$ cat src/hdl/ifhg_pkg.sv
// shared types and constants for the ipv4 fragment header generator
`default_nettype none
package ifhg_pkg;

  localparam int LEN_W      = 16;
  localparam int PROTO_W    = 8;
  localparam int ADDR_W     = 32;
  localparam int OFF_W      = 13;
  localparam int WORD_W     = 16;
  localparam int TTL_W      = 8;
  localparam int CFG_IDX_W  = 1;
  localparam int CFG_DATA_W = 16;
  localparam int IN_DATA_W  = 88;
  localparam int OUT_DATA_W = 64;
  localparam int BASE_W     = 19;
  localparam int SUM_W      = 20;

  localparam logic [LEN_W-1:0]  MAX_PAYLOAD  = 16'd65515;
  localparam logic [LEN_W-1:0]  MIN_FRAG     = 16'd1024;
  localparam logic [LEN_W-1:0]  HDR_BYTES    = 16'd20;
  localparam logic [LEN_W-1:0]  FRAG_MASK    = 16'hfff8;
  localparam logic [WORD_W-1:0] VER_IHL_TOS  = 16'h4500;
  localparam logic [LEN_W-1:0]  RESET_FRAG   = 16'd1480;
  localparam logic [TTL_W-1:0]  RESET_TTL    = 8'd100;
  localparam logic [WORD_W-1:0] RESET_IDENT  = 16'd1;

  typedef enum logic [CFG_IDX_W-1:0] {
    REG_FRAG_PAYLOAD = 1'b0,
    REG_TIME_TO_LIVE = 1'b1
  } cfg_reg_t;

  typedef enum logic [2:0] {
    ST_IDLE,
    ST_BASE,
    ST_FRAG,
    ST_CSUM,
    ST_SEND
  } state_t;

  typedef struct packed {
    logic load;
    logic base;
    logic frag;
    logic csum;
    logic advance;
  } dp_cmd_t;

  typedef struct packed {
    logic more;
  } dp_stat_t;

endpackage
`default_nettype wire

$ cat src/hdl/ifhg_ctrl.sv
// controller state machine sequencing the fragments of one datagram
`default_nettype none
module ifhg_ctrl
  import ifhg_pkg::*;
(
  input  wire logic     clk,
  input  wire logic     rst,
  input  wire logic     in_valid,
  output logic          in_ready,
  output logic          out_valid,
  input  wire logic     out_ready,
  output dp_cmd_t       cmd,
  input  wire dp_stat_t stat
);

  state_t state;
  state_t state_next;

  always_ff @(posedge clk) begin
    if (rst) begin
      state <= ST_IDLE;
    end else begin
      state <= state_next;
    end
  end

  always_comb begin
    state_next = state;
    cmd        = '0;
    in_ready   = 1'b0;
    out_valid  = 1'b0;
    case (state)
      ST_IDLE: begin
        if (!rst) begin
          in_ready = 1'b1;
          if (in_valid) begin
            cmd.load   = 1'b1;
            state_next = ST_BASE;
          end
        end
      end
      ST_BASE: begin
        cmd.base   = 1'b1;
        state_next = ST_FRAG;
      end
      ST_FRAG: begin
        cmd.frag   = 1'b1;
        state_next = ST_CSUM;
      end
      ST_CSUM: begin
        cmd.csum   = 1'b1;
        state_next = ST_SEND;
      end
      ST_SEND: begin
        out_valid = 1'b1;
        if (out_ready) begin
          if (stat.more) begin
            cmd.advance = 1'b1;
            state_next  = ST_FRAG;
          end else begin
            state_next  = ST_IDLE;
          end
        end
      end
      default: begin
        state_next = ST_IDLE;
      end
    endcase
  end

endmodule
`default_nettype wire

$ cat src/hdl/ifhg_dpath.sv
// datapath: config registers, datagram fields, fragment arithmetic and checksum
`default_nettype none
module ifhg_dpath
  import ifhg_pkg::*;
(
  input  wire logic                  clk,
  input  wire logic                  rst,
  input  wire logic                  cfg_wen,
  input  wire logic [CFG_IDX_W-1:0]  cfg_addr,
  input  wire logic [CFG_DATA_W-1:0] cfg_wdata,
  input  wire logic [IN_DATA_W-1:0]  in_data,
  input  wire dp_cmd_t               cmd,
  output dp_stat_t                   stat,
  output logic [OUT_DATA_W-1:0]      out_data,
  output logic                       out_last
);

  logic [LEN_W-1:0]   fragment_payload;
  logic [TTL_W-1:0]   time_to_live;
  logic [WORD_W-1:0]  datagram_ident;

  logic [LEN_W-1:0]   len;
  logic [PROTO_W-1:0] proto;
  logic [ADDR_W-1:0]  src;
  logic [ADDR_W-1:0]  dst;
  logic [TTL_W-1:0]   ttl;
  logic [WORD_W-1:0]  ident;
  logic [LEN_W-1:0]   frag;
  logic [BASE_W-1:0]  base_sum;
  logic [LEN_W-1:0]   done;

  logic               more;
  logic [LEN_W-1:0]   tot;
  logic [OFF_W-1:0]   off;

  logic [LEN_W-1:0]   in_len;
  logic [LEN_W-1:0]   frag_masked;
  logic [LEN_W-1:0]   rest;
  logic               more_next;
  logic [LEN_W-1:0]   piece;
  logic [WORD_W-1:0]  flag_off;
  logic [SUM_W-1:0]   sum;
  logic [WORD_W:0]    fold1;
  logic [WORD_W:0]    fold2;

  // config registers
  always_ff @(posedge clk) begin
    if (rst) begin
      fragment_payload <= RESET_FRAG;
      time_to_live     <= RESET_TTL;
    end else if (cfg_wen) begin
      case (cfg_reg_t'(cfg_addr))
        REG_FRAG_PAYLOAD: fragment_payload <= cfg_wdata[LEN_W-1:0];
        REG_TIME_TO_LIVE: time_to_live     <= cfg_wdata[TTL_W-1:0];
        default: ;
      endcase
    end
  end

  always_ff @(posedge clk) begin
    if (rst) begin
      datagram_ident <= RESET_IDENT;
    end else if (cmd.load) begin
      datagram_ident <= datagram_ident + 1'b1;
    end
  end

  assign in_len      = in_data[LEN_W-1:0];
  assign frag_masked = fragment_payload & FRAG_MASK;

  // datagram capture
  always_ff @(posedge clk) begin
    if (cmd.load) begin
      len   <= (in_len > MAX_PAYLOAD) ? MAX_PAYLOAD : in_len;
      proto <= in_data[LEN_W +: PROTO_W];
      src   <= in_data[LEN_W+PROTO_W +: ADDR_W];
      dst   <= in_data[LEN_W+PROTO_W+ADDR_W +: ADDR_W];
      ttl   <= time_to_live;
      ident <= datagram_ident;
      frag  <= (frag_masked < MIN_FRAG) ? MIN_FRAG : frag_masked;
    end
  end

  // header words common to all fragments
  always_ff @(posedge clk) begin
    if (cmd.base) begin
      base_sum <= BASE_W'(VER_IHL_TOS) + BASE_W'(ident) + BASE_W'({ttl, proto})
                + BASE_W'(src[31:16]) + BASE_W'(src[15:0])
                + BASE_W'(dst[31:16]) + BASE_W'(dst[15:0]);
      done     <= '0;
    end else if (cmd.advance) begin
      done     <= done + frag;
    end
  end

  assign rest      = len - done;
  assign more_next = rest > frag;
  assign piece     = more_next ? frag : rest;

  always_ff @(posedge clk) begin
    if (cmd.frag) begin
      more <= more_next;
      tot  <= piece + HDR_BYTES;
      off  <= done[LEN_W-1:3];
    end
  end

  assign flag_off = {2'b00, more, off};
  assign sum      = SUM_W'(base_sum) + SUM_W'(tot) + SUM_W'(flag_off);
  assign fold1    = (WORD_W+1)'(sum[WORD_W-1:0]) + (WORD_W+1)'(sum[SUM_W-1:WORD_W]);
  assign fold2    = (WORD_W+1)'(fold1[WORD_W-1:0]) + (WORD_W+1)'(fold1[WORD_W]);

  // output register
  always_ff @(posedge clk) begin
    if (cmd.csum) begin
      out_data <= {2'b00, ~fold2[WORD_W-1:0], ident, tot, more, off};
      out_last <= ~more;
    end
  end

  assign stat.more = more;

endmodule
`default_nettype wire

$ cat src/hdl/ipv4_fragment_header_generator_unit.sv
// top level of the ipv4 fragment header generator
// Takes one datagram descriptor per transfer and emits one IPv4 fragment header
// per fragment, in order of increasing offset, with tlast on the final one. The
// block handles one datagram at a time: it takes the descriptor, then sums the
// header words common to all fragments, and each fragment then passes through
// a length step, a checksum step and the output transfer, which waits until the
// master side is ready. A datagram has at most 64 fragments. The identification
// starts at 1 after reset and counts up per datagram.
// Configuration: index 0 is the fragment payload size (low three bits ignored,
// at least 1024 used), index 1 is the TTL; write only while idle.
`default_nettype none
module ipv4_fragment_header_generator_unit
  import ifhg_pkg::*;
(
  input  wire logic                  clk,
  input  wire logic                  rst,
  input  wire logic                  cfg_wen,
  input  wire logic [CFG_IDX_W-1:0]  cfg_addr,
  input  wire logic [CFG_DATA_W-1:0] cfg_wdata,
  input  wire logic                  s_tvalid,
  output logic                       s_tready,
  // payload_length[15:0], protocol[23:16], source_addr[55:24], dest_addr[87:56]
  input  wire logic [IN_DATA_W-1:0]  s_tdata,
  output logic                       m_tvalid,
  input  wire logic                  m_tready,
  // frag_offset[12:0], more_fragments[13], total_length[29:14],
  // identification[45:30], header_checksum[61:46], zero[63:62]
  output logic [OUT_DATA_W-1:0]      m_tdata,
  output logic                       m_tlast
);

  dp_cmd_t  cmd;
  dp_stat_t stat;

  ifhg_ctrl u_ctrl (
    .clk       (clk),
    .rst       (rst),
    .in_valid  (s_tvalid),
    .in_ready  (s_tready),
    .out_valid (m_tvalid),
    .out_ready (m_tready),
    .cmd       (cmd),
    .stat      (stat)
  );

  ifhg_dpath u_dpath (
    .clk       (clk),
    .rst       (rst),
    .cfg_wen   (cfg_wen),
    .cfg_addr  (cfg_addr),
    .cfg_wdata (cfg_wdata),
    .in_data   (s_tdata),
    .cmd       (cmd),
    .stat      (stat),
    .out_data  (m_tdata),
    .out_last  (m_tlast)
  );

endmodule
`default_nettype wire
$ cat config.mk
export PLATFORM = sky130hd
export DESIGN_NAME = ipv4_fragment_header_generator_unit
export DESIGN_NICKNAME = d
export VERILOG_FILES = /design/src/hdl/ifhg_pkg.sv /design/src/hdl/ifhg_ctrl.sv /design/src/hdl/ifhg_dpath.sv /design/src/hdl/ipv4_fragment_header_generator_unit.sv
export SDC_FILE = /design/constraint.sdc
export NUM_CORES = 1
export LEC_CHECK = 0
export BUFFER_PORTS_ARGS = -buffer_cell sky130_fd_sc_hd__buf_2
export CAP_MARGIN = 25
export CORE_ASPECT_RATIO = 0.8
export CORE_MARGIN = 2
export CORE_UTILIZATION = 30
export DETAILED_ROUTE_END_ITERATION = 10
export HOLD_SLACK_MARGIN = 0.06
export PLACE_DENSITY = 0.55
export SLEW_MARGIN = 20
export SYNTH_ARGS = -nofsm -noshare
export SYNTH_HDL_FRONTEND = slang
export SYNTH_SLANG_ARGS = --single-unit
$ cat constraint.sdc
create_clock -name clk -period 6.29 [get_ports clk]
set_input_delay 1.258 -clock clk [delete_from_list [all_inputs] [get_ports clk]]
set_output_delay 1.258 -clock clk [all_outputs]
set_load 0.02 [all_outputs]
==> results <==
- The peak supply drop is 252 µV.
- In this run, synthesis inferred 237 flip-flops with an integrated enable.
- The floorplan step defined a die boundary enclosing 53100 µm².
- By area the synthesized netlist is led by sky130_fd_sc_hd__edfxtp_1, sky130_fd_sc_hd__fa_1, sky130_fd_sc_hd__dfxtp_1, sky130_fd_sc_hd__ha_1, sky130_fd_sc_hd__xnor2_1.
- The post-layout net count is 1723.
- Counting every sink on the clock net gives 290.
- The share of synthesized registers carrying an async set or reset is 0.
- Before antenna repair, the detailed router went through 5 iterations.
- In this run the static leakage power is 7.25 nW.
- The cell count after placement is 2089.
- The reg-to-reg critical path endpoint is u_dpath.out_data[57]$_DFFE_PP_.
- The width of the chip is 257 µm.
- The worst hold path passes through 0 cells.
- The row count is 74.
- Setup violations remaining at the end of the flow were counted as 0.
- The routed wire length is 36600 µm.
- The analysis attributes to net switching a power of 2.98 mW.
- The clock root buffer master is sky130_fd_sc_hd__clkbuf_16.
- The portion of total power attributed to sequential cells is 0.314.
- The first global-routing pass estimated 55700 µm of wire.
- Once layout is complete, the cells apart from fillers number 2158.
- Measured against its own limit, the worst slew margin works out to 0.366.
- The max-cap check violation count is 0.
- The most frequent standard cell in the layout excluding fill and tap cells is sky130_fd_sc_hd__edfxtp_1.
- After floorplanning, the core was sized to cover 50800 µm².
- From bottom edge to top edge, the die measures 207 µm.
- The number of buffers between clock root and the deepest sink is 3.
- The required time reported for the critical path endpoint is 6.61 ns.
- After layout, the minimum clock period comes to 6.03 ns.
- The worst-case hold path end point is u_dpath.ttl[5]$_DFFE_PP_.
- The clock tree from TritonCTS is built.
- The placer's final routability congestion estimate is 0.860.
- The total overflow left after global routing is 0.
- The detail route stage leaves a number of antenna-violating nets equal to 0.
- The startpoint class of the critical path is a register.
- The worst flop-to-flop path startpoint is u_dpath.tot[2]$_DFFE_PN_.
- The top cell types in the final layout, fill and taps aside, are sky130_fd_sc_hd__edfxtp_1, sky130_fd_sc_hd__buf_2, sky130_fd_sc_hd__inv_1, sky130_fd_sc_hd__nand2_1, sky130_fd_sc_hd__fa_1.
- The timing-limited maximum frequency is 0.166 GHz.
- The share of total power dissipated in combinational logic is 0.451.
- The number of warnings reported in the yosys synthesis log is 0.
- The post-synthesis cell area is 15400 µm².
- The final routed wire length divided by cell count is 16.9 µm.
- The via count of the first global-routing pass was 9579.
- The worst setup path is captured at a register.
- The final-report max-slew violation count was 0.
- Data on the critical path arrives at its endpoint at 6.35 ns.
- The count of routing violations after the opening detailed-route iteration is 549.
- The path type of the worst setup path is reg -> reg.
- In this run the tool buffered the top-level ports with 174 buffer cells.
- The mean instance size in the synthesized netlist is 12.4 µm².
- The biggest area contributor in the post-synthesis netlist is sky130_fd_sc_hd__edfxtp_1.
- The maximum fanout encountered on the critical timing path is 5.
- The number of hold buffers added after CTS is 0.
- The number of antenna violations at the first check in global routing came to 1.
- The starting utilization of the core area is 0.303.
- The total number of vias is 9747.
- The setup check on the worst reg-to-reg path leaves a slack of 0.26 ns.
- The number of hold-slack violations in the final timing report came to 0.
- Synthesis instantiated 76 different standard cells from the library.
- The share of Yosys cell area claimed by the top area cell type is 0.463.
- In this run the number of H-tree levels came out at 1.
- For this run, the register share of the synthesized area comes to 0.532.
- The number of buffers created by CTS is 31.
- The number of antenna repair diodes is 0.
- The clock arrives with 0.0100 ns of skew.
- The worst hold path begins at u_dpath.time_to_live[5]$_SDFFE_PP1P_.
- The per-cell via count in the routed design is 4.52.
- Of the available clock period, the critical path in the final layout requires 0.958.
- The flow ran to the end, and the final reports show no timing, DRC or antenna violations.
- Clock-pin slew was measured on the worst setup and hold paths at 0.06 ns.
- The switching portion of total power is 0.374.
- The number of remaining DRC errors is 0.
- The commonest register cell after synthesis is sky130_fd_sc_hd__edfxtp_1.
- Of the cells placed in the final design, the portion with a size suffix greater than 1 is 0.212.
- Summed over all nets, the half-perimeter wirelength after detailed placement is 28300 µm.
- Counting cells, the worst reg-to-reg path comes to 27.
- The number of standard cells after synthesis is 1242.
- For the pin with the worst max-slew slack, the measured transition is 0.951 ns.
- Hold is met by 0.435 ns.
- For the worst-skew pair, the clock arrives at the later sink with an insertion delay of 0.57 ns.
- Entering global routing, the biggest net connects 68 pins.
- The class of the tightest hold or removal check is reg -> reg.
- Across every metal layer, demand over resource in global routing totals 0.135.
- From synthesis to final layout, the design area changed by 19.5%.
- The internal power of the cells totals 5.00 mW.
- The flip-flop and latch count after synthesis is 290.
- Measured on the finished design, the core utilization comes to 0.362.
- The number of I/O pins is 177.
- The filler cells instantiated in the layout total 4926.
- The power per standard cell area is 434 nW/µm².
- After routing, the total negative slack on setup checks comes to 0 ns.
- The clock group share of total power is 0.235.
-- metal layers --
layer,vias to the layer above,global-route usage,share of wire
met2,166,0.206,0.44
li1,4795,-,-
met4,0,0.0287,0.018
met1,4746,0.200,0.50
met3,40,0.0256,0.046
met5,-,0,0
-- repair_timing --
action	4_1_cts	5_1_grt
pin swaps	4	22
gates resized for setup	4	20
buffers inserted	2	9
endpoints found under the hold margin	0	0
endpoints found under the setup margin	5	10
-- worst max path at each step --
stage,start,to,slack [ns],depth (start not counted)
CTS,u_dpath.off[1]$_DFFE_PN_,u_dpath.out_data[60]$_DFFE_PP_,0.02,29
floorplan,u_dpath.off[1]$_DFFE_PN_,u_dpath.out_data[59]$_DFFE_PP_,0.07,28
finish,u_dpath.tot[2]$_DFFE_PN_,u_dpath.out_data[57]$_DFFE_PP_,0.26,27
detailed placement,u_dpath.off[1]$_DFFE_PN_,u_dpath.out_data[59]$_DFFE_PP_,-0.22,28
global placement,u_dpath.off[1]$_DFFE_PN_,u_dpath.out_data[59]$_DFFE_PP_,0.09,28
global route,u_dpath.tot[1]$_SDFFCE_PP0N_,u_dpath.out_data[59]$_DFFE_PP_,-0.06,27
-- critical path, cell delays in order, from the launching register on --
cell and delay, ns:
sky130_fd_sc_hd__edfxtp_1 0.42, sky130_fd_sc_hd__fa_1 0.51, sky130_fd_sc_hd__ha_1 0.33, sky130_fd_sc_hd__a211oi_4 0.35, sky130_fd_sc_hd__o21ai_2 0.13, sky130_fd_sc_hd__a31oi_2 0.27, sky130_fd_sc_hd__o211ai_1 0.16, sky130_fd_sc_hd__a31o_2 0.27
sky130_fd_sc_hd__a21oi_2 0.16, sky130_fd_sc_hd__xnor2_1 0.15, sky130_fd_sc_hd__ha_2 0.23, sky130_fd_sc_hd__inv_2 0.05, sky130_fd_sc_hd__fa_2 0.38, sky130_fd_sc_hd__nor2b_1 0.13, sky130_fd_sc_hd__o21ai_1 0.07, sky130_fd_sc_hd__nand2b_1 0.12
sky130_fd_sc_hd__nand3_2 0.09, sky130_fd_sc_hd__and4b_4 0.34, sky130_fd_sc_hd__nand4_1 0.12, sky130_fd_sc_hd__nor3_2 0.19, sky130_fd_sc_hd__ha_2 0.19, sky130_fd_sc_hd__and3_4 0.18, sky130_fd_sc_hd__nand4_1 0.13, sky130_fd_sc_hd__a211oi_2 0.25
sky130_fd_sc_hd__o211ai_2 0.15, sky130_fd_sc_hd__buf_4 0.16, sky130_fd_sc_hd__buf_4 0.12, sky130_fd_sc_hd__xnor2_1 0.11
-- cell usage after synthesis (13+ instances only) --
cell,instances
sky130_fd_sc_hd__fa_1,82
sky130_fd_sc_hd__nand4_1,16
sky130_fd_sc_hd__and2_1,18
sky130_fd_sc_hd__nand3_1,23
sky130_fd_sc_hd__o21ai_0,30
sky130_fd_sc_hd__clkbuf_1,29
sky130_fd_sc_hd__nor2_1,64
sky130_fd_sc_hd__xor2_1,37
sky130_fd_sc_hd__inv_1,121
sky130_fd_sc_hd__dfxtp_1,53
sky130_fd_sc_hd__edfxtp_1,237
sky130_fd_sc_hd__nor2b_1,15
sky130_fd_sc_hd__nand2_1,103
sky130_fd_sc_hd__nand3b_1,13
sky130_fd_sc_hd__and3_1,16
sky130_fd_sc_hd__nor3_1,17
sky130_fd_sc_hd__xnor2_1,55
sky130_fd_sc_hd__ha_1,82
sky130_fd_sc_hd__a21oi_1,67
-- cell type report --
| cell class | count | area [µm²] | share of cell area |
|---|---|---|---|
| inverter | 121 | 454 | 0.0247 |
| clock inverter | 14 | 166 | 0.00905 |
| clock buffer | 44 | 895 | 0.0487 |
| multi-input combinational | 797 | 6710 | 0.365 |
| tap | 684 | 856 | 0.0466 |
| sequential | 290 | 8180 | 0.445 |
| timing repair buffer | 208 | 1130 | 0.0615 |
-- flip-flops by register name (all words and copies together) (netlist names) --
name / count
u_dpath.out_data: 62
u_dpath.ttl: 8
u_dpath.fragment_payload: 13
u_dpath.tot: 16
u_dpath.off: 13
u_dpath.base_sum: 19
u_dpath.proto: 8
u_ctrl.state: 3
u_dpath.len: 16
u_dpath.stat: 1
u_dpath.out_last: 1
u_dpath.datagram_ident: 16
u_dpath.frag: 13
u_dpath.src: 32
u_dpath.ident: 16
u_dpath.dst: 32
u_dpath.done: 13
u_dpath.time_to_live: 8
-- stage by stage --
step / worst slack [ns] / instance area (µm²) / total power [mW]
6_report: 0.263 / 18400 / 7.98
3_3_place_gp: 0.0913 / 17100 / 5.97
4_1_cts: 0.0234 / 18200 / 7.97
5_1_grt: -0.0561 / 18400 / 8.56
2_1_floorplan: 0.0696 / 15400 / 5.03
3_5_place_dp: -0.216 / 17100 / 6.01
-- cells by family (layout without fill, tap and decap cells) --
logic type,count (synthesis),count (layout),synth area share
buffers and inverters,156,387,0.0391
other,1,2,0.000244
multiplexers,12,12,0.00797
flip-flops,290,290,0.532
XOR/XNOR,94,94,0.0545
AND/OR/NAND/NOR,338,338,0.112
adder cells (fa/ha/maj),164,164,0.173
AO/OA/AOI/OAI,187,187,0.0808
-- power by group through the flow --
stage / combinational [mW] / sequential, mW / clock [mW]
floorplan: 2.50 / 2.53 / 0
global placement: 3.42 / 2.54 / 0
detailed placement: 3.47 / 2.54 / 0
CTS: 3.53 / 2.50 / 1.94
global route: 4.03 / 2.52 / 2.01
finish: 3.60 / 2.50 / 1.87
No activity file was read; power rests on OpenSTA's default activity.
